--- config.mk ---
export PLATFORM = sky130hd
export DESIGN_NAME = c8x_ctrl
export DESIGN_NICKNAME = d
export VERILOG_FILES = /design/src/hdl/c8x_pkg.sv /design/src/hdl/c8x_ctrl.sv
export SDC_FILE = /design/constraint.sdc
export NUM_CORES = 1
export LEC_CHECK = 0
export BUFFER_PORTS_ARGS = -buffer_cell sky130_fd_sc_hd__buf_2
export CORE_AREA = 2 2 39 41
export DETAILED_ROUTE_END_ITERATION = 10
export DIE_AREA = 0 0 41 43
export GPL_TIMING_DRIVEN = 0
export PLACE_DENSITY = 0.62
export SYNTH_ARGS = -nofsm -noshare
export SYNTH_HDL_FRONTEND = slang
export SYNTH_SLANG_ARGS = --single-unit
--- constraint.sdc ---
create_clock -name clock -period 2.5 [get_ports clock]
set_input_delay 0.375 -clock clock [delete_from_list [all_inputs] [get_ports clock]]
set_output_delay 0.375 -clock clock [all_outputs]
set_load 0.05 [all_outputs]
--- src/hdl/c8x_pkg.sv ---
`timescale 1ns / 1ps
`default_nettype none

package c8x_pkg;

   // Geometry and sizes.
   localparam int SCREEN_WIDTH    = 64;
   localparam int SCREEN_HEIGHT   = 32;
   localparam int ROW_BYTES       = SCREEN_WIDTH / 8;
   localparam int FRAME_BYTES     = ROW_BYTES * SCREEN_HEIGHT;
   localparam int MEM_BYTES       = 4096;
   localparam int FONT_BASE       = 80;
   localparam int FONT_BYTES      = 80;
   localparam int FONT_STRIDE     = FONT_BYTES / 16;
   localparam int STACK_DEPTH_DEF = 16;
   localparam logic [11:0] RESET_PC = 12'h200;

   // Opcode sub-codes.
   localparam logic [11:0] OP_CLS       = 12'h0E0;
   localparam logic [11:0] OP_RET       = 12'h0EE;
   localparam logic [7:0]  KEY_DOWN     = 8'h9E;
   localparam logic [7:0]  KEY_UP       = 8'hA1;
   localparam logic [7:0]  FX_DELAY_RD  = 8'h07;
   localparam logic [7:0]  FX_KEY_WAIT  = 8'h0A;
   localparam logic [7:0]  FX_DELAY_WR  = 8'h15;
   localparam logic [7:0]  FX_SOUND_WR  = 8'h18;
   localparam logic [7:0]  FX_ADD_I     = 8'h1E;
   localparam logic [7:0]  FX_FONT      = 8'h29;
   localparam logic [7:0]  FX_BCD       = 8'h33;
   localparam logic [7:0]  FX_STORE     = 8'h55;
   localparam logic [7:0]  FX_LOAD      = 8'h65;
   localparam logic [3:0]  ALU_MOV      = 4'h0;
   localparam logic [3:0]  ALU_OR       = 4'h1;
   localparam logic [3:0]  ALU_AND      = 4'h2;
   localparam logic [3:0]  ALU_XOR      = 4'h3;
   localparam logic [3:0]  ALU_ADD      = 4'h4;
   localparam logic [3:0]  ALU_SUB      = 4'h5;
   localparam logic [3:0]  ALU_SHR      = 4'h6;
   localparam logic [3:0]  ALU_SUBN     = 4'h7;
   localparam logic [3:0]  ALU_SHL      = 4'hE;

   typedef enum logic [1:0] {
      REQ_EXEC, REQ_MEMWR, REQ_SCRRD, REQ_NONE
   } req_kind_type;

   typedef enum logic [1:0] {
      ST_OK, ST_BADOP, ST_OVERFLOW, ST_UNDERFLOW
   } status_type;

   typedef enum logic [1:0] {
      TMR_NONE, TMR_DELAY, TMR_SOUND
   } timer_type;

   typedef enum logic [2:0] {
      CLS_SINGLE, CLS_DRAW, CLS_BCD, CLS_STORE, CLS_LOAD
   } op_class_type;

   // Datapath commands issued by the controller.
   typedef enum logic [3:0] {
      DP_IDLE, DP_LATCH, DP_DISPATCH, DP_SCR_TAKE, DP_READ_Y, DP_EXEC,
      DP_BCD, DP_STORE, DP_LOAD_ISSUE, DP_LOAD_TAKE,
      DP_DRAW_FETCH, DP_DRAW_LEFT, DP_DRAW_RIGHT, DP_DRAW_WRITE2
   } dp_op_type;

   // Status returned by the datapath.
   typedef struct packed {
      req_kind_type kind;
      op_class_type cls;
      logic         step_eq_x;
      logic         step_eq_two;
      logic         draw_done;
      logic         draw_wide;
   } dp_stat_type;

endpackage

`default_nettype wire

--- src/hdl/c8x_ctrl.sv ---
`timescale 1ns / 1ps
`default_nettype none

module c8x_ctrl
   import c8x_pkg::*;
(
   input  wire logic        clock,
   input  wire logic        reset,
   input  wire logic        start,
   output logic             busy,
   output logic             rsp_valid,
   input  wire dp_stat_type stat,
   output dp_op_type        cmd
);

   typedef enum logic [3:0] {
      S_IDLE, S_DISPATCH, S_SCR_TAKE, S_READ_Y, S_EXEC, S_BCD, S_STORE,
      S_LD_ISSUE, S_LD_TAKE, S_DR_FETCH, S_DR_LEFT, S_DR_RIGHT, S_DR_WRITE2
   } state_type;

   state_type state_ff, state_in;
   logic      rsp_valid_ff, rsp_valid_in;

   assign busy      = (state_ff != S_IDLE);
   assign rsp_valid = rsp_valid_ff;

   // Next state and the command for the datapath.
   always_comb begin
      state_in = state_ff;
      cmd      = DP_IDLE;
      case (state_ff)
         S_IDLE: begin
            if (start) begin
               cmd      = DP_LATCH;
               state_in = S_DISPATCH;
            end
         end
         S_DISPATCH: begin
            cmd = DP_DISPATCH;
            case (stat.kind)
               REQ_EXEC:  state_in = S_READ_Y;
               REQ_SCRRD: state_in = S_SCR_TAKE;
               default:   state_in = S_IDLE;
            endcase
         end
         S_SCR_TAKE: begin
            cmd      = DP_SCR_TAKE;
            state_in = S_IDLE;
         end
         S_READ_Y: begin
            cmd      = DP_READ_Y;
            state_in = S_EXEC;
         end
         S_EXEC: begin
            cmd = DP_EXEC;
            case (stat.cls)
               CLS_DRAW:  state_in = S_DR_FETCH;
               CLS_BCD:   state_in = S_BCD;
               CLS_STORE: state_in = S_STORE;
               CLS_LOAD:  state_in = S_LD_ISSUE;
               default:   state_in = S_IDLE;
            endcase
         end
         S_BCD: begin
            cmd = DP_BCD;
            if (stat.step_eq_two) begin
               state_in = S_IDLE;
            end
         end
         S_STORE: begin
            cmd = DP_STORE;
            if (stat.step_eq_x) begin
               state_in = S_IDLE;
            end
         end
         S_LD_ISSUE: begin
            cmd      = DP_LOAD_ISSUE;
            state_in = S_LD_TAKE;
         end
         S_LD_TAKE: begin
            cmd      = DP_LOAD_TAKE;
            state_in = stat.step_eq_x ? S_IDLE : S_LD_ISSUE;
         end
         S_DR_FETCH: begin
            cmd      = DP_DRAW_FETCH;
            state_in = stat.draw_done ? S_IDLE : S_DR_LEFT;
         end
         S_DR_LEFT: begin
            cmd      = DP_DRAW_LEFT;
            state_in = S_DR_RIGHT;
         end
         S_DR_RIGHT: begin
            cmd      = DP_DRAW_RIGHT;
            state_in = stat.draw_wide ? S_DR_WRITE2 : S_DR_FETCH;
         end
         S_DR_WRITE2: begin
            cmd      = DP_DRAW_WRITE2;
            state_in = S_DR_FETCH;
         end
         default: state_in = S_IDLE;
      endcase
      rsp_valid_in = (state_ff != S_IDLE) && (state_in == S_IDLE);
   end

   // State and the result strobe.
   always_ff @(posedge clock) begin
      if (reset) begin
         state_ff     <= S_IDLE;
         rsp_valid_ff <= 1'b0;
      end else begin
         state_ff     <= state_in;
         rsp_valid_ff <= rsp_valid_in;
      end
   end

   // A result strobe lasts one cycle.
   a_strobe_single: assert property (@(posedge clock) disable iff (reset)
      rsp_valid |=> !rsp_valid)
      else $error("result strobe held for more than one cycle");

   // An accepted beat makes the block busy.
   a_accept_busy: assert property (@(posedge clock) disable iff (reset)
      (start && !busy) |=> busy)
      else $error("accepted beat did not start work");

   // A result only follows a busy cycle.
   a_result_after_work: assert property (@(posedge clock) disable iff (reset)
      rsp_valid |-> $past(busy))
      else $error("result without work");

endmodule

`default_nettype wire

**Word level (Yosys, flattened, before mapping)**

Cells that the tools add are included.

- Output and inout bits: 6
- Bits in registers: 5
- Bits of input ports: 12
- Logic and storage cells: 35

- Equality and inequality tests: 17
- Reductions and logical operators: 5
- Mux-type cells: 11

Operators with widths:

| kind | number |
|---|---|
| $pmux W4 S13 | 1 |
| $pmux W4 S12 | 1 |
| $eq A4 B4 Y1 const B | 5 |
| $eq A4 B3 Y1 const B | 4 |
| $mux W4 | 4 |
| $pmux W4 S4 | 1 |
| $eq A4 B2 Y1 const B | 2 |
| $logic_not A4 Y1 | 2 |
| $eq A3 B2 Y1 const B | 2 |
| $mux W3 | 2 |
| $eq A4 B1 Y1 const B | 1 |
| $pmux W2 S2 | 1 |
| $reduce_bool A4 Y1 | 1 |
| $eq A3 B1 Y1 const B | 1 |
| $eq A3 B3 Y1 const B | 1 |
| $eq A2 B2 Y1 const B | 1 |
| $logic_not A2 Y1 | 1 |
| $logic_and A1 B1 Y1 | 1 |
| $mux W1 | 1 |

**Longest topological paths before layout**

- Depth in word-level cells: 5
- Gate-level depth with buffers: 6
- Gate-level depth less buffers: 4

**Worst setup path before layout**

Ideal clock, no wire load.

- Path kind: flip-flop to output port
- From: register state_ff[3]
- To: output port cmd[0]
- Data arrival time: 2003 ps
- Setup slack: 122 ps
- Buffers on the path: 2
- Data required time: 2125 ps
- Stages on the path, launching flop included: 5
- Cells stage by stage: dfxtp_1 buf_2 buf_2 nor4_1 a311oi_1

- Cells in the longest elaborated chain, start to end: 2
- Elaborated cells between the ends (all ways): 14
- Those cells by class: eq/ne: 12; mux: 1; reduce/logical: 1

RTL lines:

| what | line | text |
|---|---|---|
| from (decl) | c8x_ctrl.sv:21 | `state_type state_ff, state_in;` |
| from (signal assigned) | c8x_ctrl.sv:111 | `state_ff <= state_in;` |
| $eq A4 B4 Y1, or another cell as far along | c8x_ctrl.sv:31 | `case (state_ff)` |
| $pmux W4 S13 * | c8x_ctrl.sv:31 |  |
| to (decl) | c8x_ctrl.sv:13 | `output dp_op_type cmd` |

Mark *: on every way between the ends. The rest lies on a longest branch, timed or not.

**Worst setup path in the final report**

Same ends and word-level chain as after synthesis.

==> summary.md <==
| Metric | Value |
|---|---|
| Initial Utilization | `0.367` |
| GR Overflow Total | `0` |
| Die H | `43 microns` |
| Layout fillers | `146` |
| Io pins | `18` |
| Hold/Removal Path Class | `input port to flop` |
| Max-slew headroom | `0.675` |
| Most frequent cell after synthesis | `nor2_1` |
| Core Box Area | `1380 sq um` |
| Slew Limit Fails | `0` |
| # resized after CTS | `0` |
| M1 WL | `643 microns` |
| Warnings, synthesis | `0` |
| Synth unique cells | `36` |
| Slew of the pin with the lowest slew margin | `0.476 ns` |
| Number of enable flip-flop cells after synthesis | `0` |
| IO Port Bufs | `17` |
| Global Route Usage Sum | `0.172` |
| Max_cap viols | `0` |
| WL/cell | `12.3 microns` |
| Top cells by area, synth | `dfxtp_1 20%, nor2_1 5.9%, a21oi_1 4.9%` |
| Clk sinks | `5` |
| Mapped Area | `508 sq um` |
| Vias in the first global route | `486` |
| Vias per std cell | `5.27` |
| Startpoint Class | `flop` |
| Hold_buf cts | `0` |
| Synthesized Nets | `79` |
| Area grow syn2layout | `25.9%` |
| Sequential area share after synthesis | `0.197` |
| Cells after synthesis | `67` |
| H-tree levels | `1` |
| Syn avg cell area | `7.58 sq um` |
| Post-CTS Setup Repair Bufs | `0` |
| Die ar. | `1760 sq um` |
| Peak VDD IR | `258 uV` |
| Crit. End Element | `output port` |
| CTS buffer count | `3` |
| GPL Wtd Cong | `0.812` |
| Post-route antenna net violation count | `0` |
| DP HPWL | `965 microns` |
| Clk Latency, worst-skew pair | `0.24 ns` |
| Row count | `14` |
| Asr flop ratio synth | `0` |
| Max layer used | `met4` |
| Initial antenna violation count | `0` |
| WL final | `1280 microns` |
| Top-area cell type share of the netlist area | `0.197` |
| Crit-path max FO | `10` |
| DRT Pass-1 Iters | `4` |
| CP Class | `flop to output port` |
| Status | `complete, no violations` |
| Reg clk slew, reported paths | `0.04 ns` |
| Clock root cell | `clkbuf_4` |
| Unrepaired setup endpoints after global routing | `false` |
| DRT iter0 DRCs | `9` |
| Share of layout cells above drive strength 1 | `0.307` |
| Largest net degree at the start of global routing | `11` |
| Lkg Pwr | `0.281 nW` |
| Hold Violations, Final | `0` |
| Drc violations | `0` |
| TritonCTS clock tree | `done` |
| Final setup viols | `0` |
| Fin Hold WS | `0.361 ns` |
| DR vias | `548` |
| CTS Buffer Depth | `2` |
| Max Clk Rate | `502 MHz` |
| Final Critical Period | `1.99 ns` |
| First-pass GRT wire length | `2080 microns` |
| Fin Setup TNS | `0 ns` |
| Synth cell count leaders | `8 x nor2_1, 5 x a21oi_1, 5 x buf_2, 5 x dfxtp_1` |
| Final worst-path cycle share | `0.797` |
| Required @ worst endpoint | `2.12 ns` |
| Crit path DAT | `1.62 ns` |
| Cell area power density | `402 nW/um^2` |
| Yosys reg bits | `5` |
| Leading area contributor after synthesis | `dfxtp_1` |
| Sequential Area | `100 sq um` |
| Antenna cells | `0` |
| Met3 WL | `62 microns` |
| Predominant post-synthesis flop cell | `dfxtp_1` |
| Met2 routed WL | `553 microns` |
| Nets | `101` |
| Die Width | `41 microns` |
| Skew final | `0.00254 ns` |
| Multi-input combinational cell area | `379 sq um` |
-- area by class of cell --
cell class | instances | area share
flip-flops and latches | 5 | 0.157
clock buffers | 4 | 0.0411
multi-input cells | 56 | 0.593
inverters | 1 | 0.00587
well taps | 16 | 0.0313
repair buffers | 17 | 0.133
plain buffers | 5 | 0.0391
-- sequential cells by signal, indices dropped and copies added, names as in the netlist --
| register | cells |
|---|---|
| rsp_valid | 1 |
| state_ff | 4 |
-- metrics by stage --
stage	cell area [sq um]	setup slack, ns	cells	utilization	power [mW]
after floorplan	508	0.122	67	-	0.140
after global placement	613	0.781	100	0.443	0.164
after detailed placement	613	0.761	100	0.443	0.165
after CTS	639	0.486	104	0.462	0.262
after global routing	639	0.359	104	0.462	0.274
final	639	0.507	104	0.462	0.257
-- layout by cell type, fill, tap and decap left out, types with 2 or more instances in the layout --
master	count
o21ai_1	3
a21oi_1	5
xnor2_1	2
a211oi_1	2
o32ai_1	2
dfxtp_1	5
nand2b_1	2
clkbuf_4	3
nand2_1	4
buf_2	22
nor2b_1	4
nor2_1	8
-- critical path: stages, from the launching register on --
cell	delay [ns]
dfxtp_1	0.34
buf_2	0.20
buf_2	0.23
nor4_1	0.08
a311oi_1	0.23
buf_2	0.30
-- final timing paths --
check	from	endpoint	slack [ns]	depth (start not counted)
worst max-delay path	state_ff[3]	cmd[0]	0.51	5
worst min-delay path	reset	state_ff[2]	0.36	2
worst max register to register	state_ff[2]	rsp_valid	0.96	4
worst min register to register	state_ff[2]	state_ff[2]	0.81	3
-- routing by layer --
metal  global-route usage  vias to the layer above
li1                     -                      294
met1                0.252                      237
met2                0.234                       15
met3               0.0157                        2
met4                0.100                        0
met5                    0                        -
-- power breakdown --
| part | switching [mW] | internal (mW) | total (mW) |
|---|---|---|---|
| logic | 0.0498 | 0.0277 | 0.0776 |
| clock network | 0.0329 | 0.0603 | 0.0932 |
| registers | 0.00323 | 0.0831 | 0.0863 |
| total | 0.0860 | 0.171 | 0.257 |
-- logic make-up after synthesis --
logic type             synth area share
buffers and inverters            0.0566
multiplexers                     0.0222
XOR/XNOR                         0.0345
AO/OA/AOI/OAI                     0.320
AND/OR/NAND/NOR                   0.369
flip-flops                        0.197
Power figures use the tool's default switching activity.
